===== src/hdl/usrb_pkg.sv =====
// ----------------------------------------------------------------------------
// usrb_pkg
// Types and constants for the ultrasonic ranger with obstacle brake flag.
// ----------------------------------------------------------------------------
package usrb_pkg;

    localparam int unsigned CM_W      = 10;
    localparam int unsigned TRIG_W    = 10;
    localparam int unsigned ELAPSED_W = 20;
    localparam int unsigned TPC_W     = 12;
    localparam int unsigned CFG_IDX_W = 3;
    localparam int unsigned CFG_DATA_W = 20;

    localparam logic [CM_W-1:0]      CM_MAX      = 10'd1023;
    localparam logic [ELAPSED_W-1:0] ELAPSED_MAX = 20'hFFFFF;

    localparam logic [TRIG_W-1:0]    TRIGGER_PULSE_RST = 10'd61;
    localparam logic [ELAPSED_W-1:0] TIMEOUT_RST       = 20'd266667;
    localparam logic [TPC_W-1:0]     TICKS_PER_CM_RST  = 12'd348;
    localparam logic [CM_W-1:0]      MAX_VALID_RST     = 10'd650;
    localparam logic [CM_W-1:0]      BRAKE_BELOW_RST   = 10'd20;
    localparam logic [CM_W-1:0]      RELEASE_ABOVE_RST = 10'd25;
    localparam logic [CM_W-1:0]      DISTANCE_RST      = 10'd100;

    typedef enum logic [1:0] {
        PH_IDLE      = 2'd0,
        PH_TRIG      = 2'd1,
        PH_WAIT_RISE = 2'd2,
        PH_COUNT     = 2'd3
    } phase_t;

    typedef enum logic [CFG_IDX_W-1:0] {
        CFG_TRIGGER_PULSE = 3'd0,
        CFG_TIMEOUT       = 3'd1,
        CFG_TICKS_PER_CM  = 3'd2,
        CFG_MAX_VALID     = 3'd3,
        CFG_BRAKE_BELOW   = 3'd4,
        CFG_RELEASE_ABOVE = 3'd5
    } cfg_index_t;

    typedef struct packed {
        logic echo_level;
        logic start_request;
    } req_t;

    typedef struct packed {
        logic            trigger_out;
        logic [CM_W-1:0] distance_cm;
        logic            brake_active;
        logic            new_reading;
        logic            timed_out;
    } rsp_t;

endpackage


===== src/hdl/ultrasonic_ranger_with_brake_core.sv =====
// ----------------------------------------------------------------------------
// ultrasonic_ranger_with_brake_core
// Echo ranger: trigger pulse, echo width to centimetres, brake hysteresis.
//
//   channel | direction | handshake             | payload
//   req     | in        | req_valid/req_ready   | req_data  (echo, start)
//   rsp     | out       | rsp_valid/rsp_ready   | rsp_data  (one per request)
//   cfg     | in        | cfg_valid/cfg_ready   | cfg_index, cfg_data
//
// One request per cycle unless rsp_ready stalls; each result is registered.
// req_ready stays high while the result register is empty or being drained.
// A stalled rsp_ready holds the result and blocks the next request.
// cfg_ready is always high. Reset returns the ranger to idle, distance 100.
// ----------------------------------------------------------------------------
module ultrasonic_ranger_with_brake_core
(
    input  logic                                clk,
    input  logic                                rst_n,
    input  logic                                req_valid,
    output logic                                req_ready,
    input  usrb_pkg::req_t                      req_data,
    output logic                                rsp_valid,
    input  logic                                rsp_ready,
    output usrb_pkg::rsp_t                      rsp_data,
    input  logic                                cfg_valid,
    output logic                                cfg_ready,
    input  logic [usrb_pkg::CFG_IDX_W-1:0]      cfg_index,
    input  logic [usrb_pkg::CFG_DATA_W-1:0]     cfg_data
);
    import usrb_pkg::*;

    logic [TRIG_W-1:0]    trigger_pulse_reg;
    logic [ELAPSED_W-1:0] timeout_reg;
    logic [TPC_W-1:0]     ticks_per_cm_reg;
    logic [CM_W-1:0]      max_valid_reg;
    logic [CM_W-1:0]      brake_below_reg;
    logic [CM_W-1:0]      release_above_reg;

    phase_t               phase_reg,    phase_next;
    logic [ELAPSED_W-1:0] elapsed_reg,  elapsed_next;
    logic [TPC_W-1:0]     sub_cm_reg,   sub_cm_next;
    logic [CM_W-1:0]      cm_count_reg, cm_count_next;
    logic [CM_W-1:0]      distance_reg, distance_next;
    logic                 brake_reg,    brake_next;
    logic                 rsp_valid_reg;
    rsp_t                 rsp_data_reg, rsp_data_next;

    logic                 accept;
    logic                 fresh;
    logic                 abandoned;
    logic                 brake_cleared;
    logic [ELAPSED_W-1:0] elapsed_inc;
    logic [TPC_W-1:0]     sub_inc;
    logic                 cm_done;
    logic [TPC_W-1:0]     sub_counted;
    logic [CM_W-1:0]      cm_counted;

    assign cfg_ready = 1'b1;
    assign req_ready = !rsp_valid_reg || rsp_ready;
    assign accept    = req_valid && req_ready;
    assign rsp_valid = rsp_valid_reg;
    assign rsp_data  = rsp_data_reg;

    always_ff @(posedge clk or negedge rst_n)
    begin
        if (!rst_n)
        begin
            trigger_pulse_reg <= TRIGGER_PULSE_RST;
            timeout_reg       <= TIMEOUT_RST;
            ticks_per_cm_reg  <= TICKS_PER_CM_RST;
            max_valid_reg     <= MAX_VALID_RST;
            brake_below_reg   <= BRAKE_BELOW_RST;
            release_above_reg <= RELEASE_ABOVE_RST;
        end
        else if (cfg_valid)
        begin
            case (cfg_index)
                CFG_TRIGGER_PULSE: trigger_pulse_reg <= cfg_data[TRIG_W-1:0];
                CFG_TIMEOUT:       timeout_reg       <= cfg_data[ELAPSED_W-1:0];
                CFG_TICKS_PER_CM:  ticks_per_cm_reg  <= cfg_data[TPC_W-1:0];
                CFG_MAX_VALID:     max_valid_reg     <= cfg_data[CM_W-1:0];
                CFG_BRAKE_BELOW:   brake_below_reg   <= cfg_data[CM_W-1:0];
                CFG_RELEASE_ABOVE: release_above_reg <= cfg_data[CM_W-1:0];
                default:           ;
            endcase
        end
    end

    always_comb
    begin
        elapsed_inc = (elapsed_reg == ELAPSED_MAX) ? elapsed_reg : elapsed_reg + 1'b1;
        sub_inc     = sub_cm_reg + 1'b1;
        cm_done     = (sub_inc >= ticks_per_cm_reg);
        sub_counted = cm_done ? '0 : sub_inc;
        cm_counted  = (cm_done && cm_count_reg < CM_MAX) ? cm_count_reg + 1'b1
                                                         : cm_count_reg;

        phase_next    = phase_reg;
        elapsed_next  = elapsed_reg;
        sub_cm_next   = sub_cm_reg;
        cm_count_next = cm_count_reg;
        distance_next = distance_reg;
        fresh         = 1'b0;
        abandoned     = 1'b0;

        if (phase_reg == PH_IDLE)
        begin
            if (req_data.start_request)
            begin
                phase_next    = PH_TRIG;
                elapsed_next  = '0;
                sub_cm_next   = '0;
                cm_count_next = '0;
            end
        end
        else
        begin
            elapsed_next = elapsed_inc;
            if (elapsed_inc >= timeout_reg)
            begin
                phase_next = PH_IDLE;
                abandoned  = 1'b1;
            end
            else
            begin
                case (phase_reg)
                    PH_TRIG:
                    begin
                        if (elapsed_inc >= {{(ELAPSED_W-TRIG_W){1'b0}}, trigger_pulse_reg})
                        begin
                            phase_next = PH_WAIT_RISE;
                        end
                    end
                    PH_WAIT_RISE:
                    begin
                        if (req_data.echo_level)
                        begin
                            phase_next    = PH_COUNT;
                            sub_cm_next   = sub_counted;
                            cm_count_next = cm_counted;
                        end
                    end
                    default:
                    begin
                        if (req_data.echo_level)
                        begin
                            sub_cm_next   = sub_counted;
                            cm_count_next = cm_counted;
                        end
                        else
                        begin
                            phase_next = PH_IDLE;
                            if (cm_count_reg < max_valid_reg)
                            begin
                                distance_next = cm_count_reg;
                                fresh         = 1'b1;
                            end
                        end
                    end
                endcase
            end
        end

        brake_cleared = (distance_next > release_above_reg) ? 1'b0 : brake_reg;
        brake_next    = brake_cleared;
        if (distance_next < brake_below_reg && !brake_cleared)
        begin
            brake_next = 1'b1;
        end

        rsp_data_next.trigger_out  = (phase_next == PH_TRIG);
        rsp_data_next.distance_cm  = distance_next;
        rsp_data_next.brake_active = brake_next;
        rsp_data_next.new_reading  = fresh;
        rsp_data_next.timed_out    = abandoned;
    end

    always_ff @(posedge clk or negedge rst_n)
    begin
        if (!rst_n)
        begin
            phase_reg     <= PH_IDLE;
            elapsed_reg   <= '0;
            sub_cm_reg    <= '0;
            cm_count_reg  <= '0;
            distance_reg  <= DISTANCE_RST;
            brake_reg     <= 1'b0;
            rsp_valid_reg <= 1'b0;
        end
        else
        begin
            if (accept)
            begin
                phase_reg    <= phase_next;
                elapsed_reg  <= elapsed_next;
                sub_cm_reg   <= sub_cm_next;
                cm_count_reg <= cm_count_next;
                distance_reg <= distance_next;
                brake_reg    <= brake_next;
            end
            if (req_ready)
            begin
                rsp_valid_reg <= req_valid;
            end
        end
    end

    always_ff @(posedge clk)
    begin
        if (accept)
        begin
            rsp_data_reg <= rsp_data_next;
        end
    end

endmodule


===== config.mk =====
export PLATFORM = sky130hd
export DESIGN_NAME = ultrasonic_ranger_with_brake_core
export DESIGN_NICKNAME = d
export VERILOG_FILES = /design/src/hdl/usrb_pkg.sv /design/src/hdl/ultrasonic_ranger_with_brake_core.sv
export SDC_FILE = /design/constraint.sdc
export NUM_CORES = 1
export LEC_CHECK = 0
export BUFFER_PORTS_ARGS = -buffer_cell sky130_fd_sc_hd__clkbuf_2
export CAP_MARGIN = 5
export CORE_UTILIZATION = 55
export CTS_BUF_LIST = sky130_fd_sc_hd__clkbuf_4 sky130_fd_sc_hd__clkbuf_8
export CTS_CLUSTER_DIAMETER = 80
export CTS_CLUSTER_SIZE = 30
export DETAILED_ROUTE_END_ITERATION = 16
export GPL_TIMING_DRIVEN = 0
export PLACE_DENSITY = 0.75
export SYNTH_ARGS = -nofsm -noshare
export SYNTH_HDL_FRONTEND = slang
export SYNTH_SLANG_ARGS = --single-unit

===== constraint.sdc =====
create_clock -name clk -period 8.5 [get_ports clk]
set_input_delay 0.85 -clock clk [delete_from_list [all_inputs] [get_ports clk]]
set_output_delay 0.85 -clock clk [all_outputs]
set_load 0.1 [all_outputs]

* Word-level counts from Yosys, hierarchy flattened
Index checks and enable logic that the tools add are counted.
** Storage, ports and cells
- Register bits :: 142
- Input port bits :: 30
- Output and inout bits :: 17
- Word-level logic and storage cells :: 92
** Operators by class
- Add/subtract/negate cells :: 3
- $lt $le $gt $ge :: 7
- Equal/unequal tests :: 12
- Muxes and demuxes :: 31
- Reductions and logical operators :: 21
** Operators with widths (count)
- 2-to-1 mux 10 bit :: 11
- 2-to-1 mux 12 bit :: 6
- 2-to-1 mux 20 bit :: 3
- adder 20 x 1 -> 20 bit (second input constant) :: 1
- equality test 20 bit (second input constant) :: 1
- >= comparator 20 x 10 -> 1 bit :: 1
- >= comparator 20 bit :: 1
- less-than comparator 10 bit :: 2
- AND reduction 2 bit :: 7
- adder 12 x 1 -> 12 bit (second input constant) :: 1
- >= comparator 12 bit :: 1
- 2-to-1 mux 2 bit :: 6
- adder 10 x 1 -> 10 bit (second input constant) :: 1
- greater-than comparator 10 bit :: 1
- less-than comparator 10 bit (second input constant) :: 1
- equality test 3 x 2 -> 1 bit (second input constant) :: 2
- equality test 3 bit (second input constant) :: 2
- inequality test 2 bit (second input constant) :: 3
- AND reduction 6 bit :: 1
- AND reduction 5 bit :: 1
- OR reduction 5 bit :: 1
- equality test 2 x 1 -> 1 bit (second input constant) :: 2
- 2-to-1 mux 1 bit :: 4
- one-hot mux 2 bit (2 select lines) :: 1
- 9 further kinds :: 13

* Depth between registers and ports, before layout
- Depth after elaboration :: 11
- Depth in mapped cells :: 24

* Least setup slack after synthesis
No wires, ideal clock.
- Path kind :: flip-flop to flip-flop
- From :: register elapsed_reg[0]
- To :: register brake_reg
- Arrival time :: 5091 ps
- Slack :: 3323 ps
- Stages on the path, launching flop included :: 25
- Period minus slack after synthesis :: 5177 ps
- Cells stage by stage :: dfrtp_1 > ha_1 > nand2_1 > nor4_2 > nand4_1 > and4_1 > clkbuf_1 > nand3_1 > xnor2_1 > ha_1 > nand2_1 > nor4_1 > o2bb2ai_1 > a31oi_2 > nand3_1 > buf_2 > mux2_1 > ha_1 > a21o_1 > a21o_1 > a21oi_1 > o21ai_0 > a311oi_1 > a221oi_1 > o211ai_1
** Between the ends
- Longest elaborated chain between the ends :: 10
- Elaborated cells between the ends (all ways) :: 12
- Classes of those cells :: 1 x add/sub; 3 x order compare; 1 x eq/ne; 5 x mux; 2 x reduce/logical
** Ends and longest elaborated chain
- from (decl) :: line ultrasonic_ranger_with_brake_core.sv:40 : logic [ELAPSED_W-1:0] elapsed_reg, elapsed_next;
- from (signal assigned) :: line ultrasonic_ranger_with_brake_core.sv:195 : elapsed_reg <= elapsed_next;
- adder 20 x 1 -> 20 bit or equality test 20 bit (tied branches) :: line ultrasonic_ranger_with_brake_core.sv:91 : elapsed_inc = (elapsed_reg == ELAPSED_MAX) ? elapsed_reg : elapsed_reg + 1'b1;
- 2-to-1 mux 20 bit * :: line ultrasonic_ranger_with_brake_core.sv:91
- >= comparator 20 bit * :: line ultrasonic_ranger_with_brake_core.sv:119 : if (elapsed_inc >= timeout_reg)
- 2-to-1 mux 10 bit * :: line ultrasonic_ranger_with_brake_core.sv:119
- 2-to-1 mux 10 bit * :: line ultrasonic_ranger_with_brake_core.sv:106 : if (phase_reg == PH_IDLE)
- net distance_next[3] :: line ultrasonic_ranger_with_brake_core.sv:43 : logic [CM_W-1:0] distance_reg, distance_next;
- greater-than comparator 10 bit :: line ultrasonic_ranger_with_brake_core.sv:164 : brake_cleared = (distance_next > release_above_reg) ? 1'b0 : brake_reg;
- 2-to-1 mux 1 bit :: line ultrasonic_ranger_with_brake_core.sv:164
- logical NOT 1 bit :: line ultrasonic_ranger_with_brake_core.sv:166 : if (distance_next < brake_below_reg && !brake_cleared)
- logical AND 1 bit :: line ultrasonic_ranger_with_brake_core.sv:166
- 2-to-1 mux 1 bit * :: line ultrasonic_ranger_with_brake_core.sv:166
- to (signal assigned) :: line ultrasonic_ranger_with_brake_core.sv:199 : brake_reg <= brake_next;
- to (decl) :: line ultrasonic_ranger_with_brake_core.sv:44 : logic brake_reg, brake_next;
The timed path passes the listed nets; every way through them passes the cells marked *.
A chain may end at the register's enable or synchronous reset.

* Worst setup path after layout
Ends and elaborated chain as after synthesis.

==> impl_metrics.ini <==
[floorplanning]
die_w_um = 127
coreArea_um2 = 15200
ios = 47
die_area_um2 = 16100
initial_core_util = 0.565
die_h_um = 127
fp-row-count = 45

[cells_and_area]
utilization = 0.625
final_common_cell = nand2_1
layout_common_cells = 100 x nand2_1, 98 x dfrtp_1, 86 x inv_1, 81 x o21ai_0, 76 x ha_1
finalInstanceArea_um2 = 9500
fin_nets = 1041
syn_to_final_growth_pct = 10.6
n_antenna_cell = 0
drive_above_1_share = 0.199
nFillCells = 1285

[synth]
yosys.area.top_type = dfrtp_1
yosys_warnings = 0
synth_fa_ha_area_frac = 0.111
synth_top_family_by_area = compound AO/OA/AOI/OAI gates
ys_seq_elements = 142
synth_xor_xnor_area_share = 0.0204
synthSimpleGateAreaFrac = 0.148
ys_types = 78
synthTopCellsByArea = dfrtp_1 29%, ha_1 11%, dfstp_2 9.2%, edfxtp_1 4.9%, mux2_2 4.7%
synth_top_flop_cell = dfrtp_1
seq_area_frac_synth = 0.426
avgSynthCellArea_um2 = 9.89
synthMuxAreaShare = 0.0641
yosysTopAreaCellShare = 0.286
syn_area_um2 = 8590
synth_edf_count = 14
synth_compound_area_frac = 0.172
synth_fp_nets = 974
syn_inst = 868
synthArstFlopShare = 0.901

[placed_design]
post_dp_cell_area_um2 = 9110
io_buffers = 45
dp_hpwl_um = 14800
detailedPlace.worstSlack_ns = 2.12
globalplace.congestion = 0.881

[sta]
finClkSkew_ns = 0.0154
fmax_mhz = 155
relSlewSlack = 0.364
fin_crit_ns = 6.46
slew_viol_final = 0
final.setup.worst_slack_ns = 2.04
setup_viol = 0
post-route-period-util = 0.760
tns_ns = 0
rsz0062_at_grt = false
hold-worst-slack_ns = 0.273
worstMarginPinSlew_ns = 0.941
hold_viol_final = 0

[clocking]
cts-resized-gates = 0
postCtsSetupBuffers = 0
clk_pin_slew_ns = 0.09
htree_levels = 4
tritoncts = built
insertion_delay_ns = 0.48
cts-root-buf = clkbuf_8
clockBufferDepth = 2
numCtsBuffers = 17
cts_hold_buffers = 0
clock-sinks = 142

[setup_path]
cpMostUsedCell = ha_1
path_delay_family = compound AO/OA/AOI/OAI gates
end_kind = flop
reg2reg_to = brake_reg
slowest_stage = a31oi_2
max_stage_delay_ns = 0.49
critPathMaxFanout = 10
setup.worst_path.start_class = flop
r2r_cells = 24
worstPathArrival_ns = 6.85
worst_ep_required_time_ns = 8.88
r2r-start = elapsed_reg[0]
rrSetupSlack_ns = 2.04
path_buf_inv = 2
path_class = flop to flop
crit_path_cell_trace = ha_1, nand2_1, nor4_2, nand4_1, and4_1, clkbuf_1, nand3_1, xnor2_1, ha_1, nand2_1, o21ai_0, o2bb2ai_1, a31oi_2, nand3_1, buf_2, mux2_1, ha_1, a21o_1, a21o_1, a21oi_1, o21ai_0, a311oi_1, a221oi_1, o211ai_1

[routing]
wl_per_cell_um = 17.9
viasPerCell = 5.93
drc = 0
drt-initial-drc-count = 518
first_pass_iters = 5
totalWireLength_um = 20300
drtAntennaViolNets = 0
vias = 6742

[job]
drv_cap = 0

[global_routing]
grt_overflow = 0
grt_pass1_vias = 6416
grt_usage = 0.271
grt_pass1_wl_um = 33700
grt_max_degree = 95
antenna_found_initial = 0

[power]
max-vdd-ir-drop_v = 0.000165
p_per_area_nw_per_um2 = 282
p_leak_nw = 4.36

[outcome]
status = complete, no violations

[min_path]
hp-class = input port to asynchronous set/reset pin
-- through the flow --
| step | power [W] | instances |
|---|---|---|
| 5_1_grt | 0.00287 | 1136 |
| 2_1_floorplan | 0.00183 | 868 |
| 6_report | 0.00268 | 1136 |
| 3_3_place_gp | 0.00209 | 1101 |
| 4_1_cts | 0.00268 | 1136 |
| 3_5_place_dp | 0.00213 | 1104 |
-- worst max path at each step --
stage | slack, ns | depth (start not counted) | endpoint | from
floorplan | 3.32 | 24 | brake_reg | elapsed_reg[0]
global placement | 2.19 | 23 | brake_reg | elapsed_reg[0]
detailed placement | 2.12 | 24 | brake_reg | elapsed_reg[0]
CTS | 2.04 | 24 | brake_reg | elapsed_reg[0]
global route | 1.50 | 24 | brake_reg | elapsed_reg[0]
finish | 2.04 | 24 | brake_reg | elapsed_reg[0]
-- synth_stat cells, types with 14 or more instances --
cell,number
a21o_1,18
a21oi_1,31
a22o_1,14
clkbuf_1,24
dfrtp_1,98
dfstp_2,30
edfxtp_1,14
ha_1,76
inv_1,86
mux2_2,36
nand2_1,100
nand3_1,16
nor2_1,33
o21ai_0,81
-- area by class of cell --
type | count | area [µm²] | area share
Clock buffer | 17 | 234 | 0.0246
Inverter | 86 | 323 | 0.0340
Buffer | 34 | 173 | 0.0182
Multi-Input combinational cell | 606 | 4440 | 0.468
Sequential cell | 142 | 3660 | 0.386
Clock inverter | 15 | 151 | 0.0159
Timing Repair Buffer | 48 | 277 | 0.0291
Tap cell | 188 | 235 | 0.0248
-- routing by layer --
metal | wire, µm | GRT usage | vias up
li1 | - | - | 3232
met3 | 1040 | 0.0523 | 34
met5 | 0 | 0 | -
met4 | 415 | 0.0910 | 0
met1 | 9480 | 0.391 | 3293
met2 | 9360 | 0.410 | 183
-- power by group --
group | leakage (nW) | internal (W) | switching [W]
logic | 2.51 | 0.000424 | 0.000727
registers | 1.66 | 0.000878 | 0.000105
clock network | 0.186 | 0.000241 | 0.000304
-- cell families (layout without fill, tap and decap cells) --
group                    after synthesis  in the layout
multiplexers                          49             49
other                                  1              1
flip-flops                           142            142
AND/OR/NAND/NOR                      244            244
adder cells (fa/ha/maj)               76             76
XOR/XNOR                              20             20
AO/OA/AOI/OAI                        216            216
buffers and inverters                120            200
No activity file was read; power rests on OpenSTA's default activity.
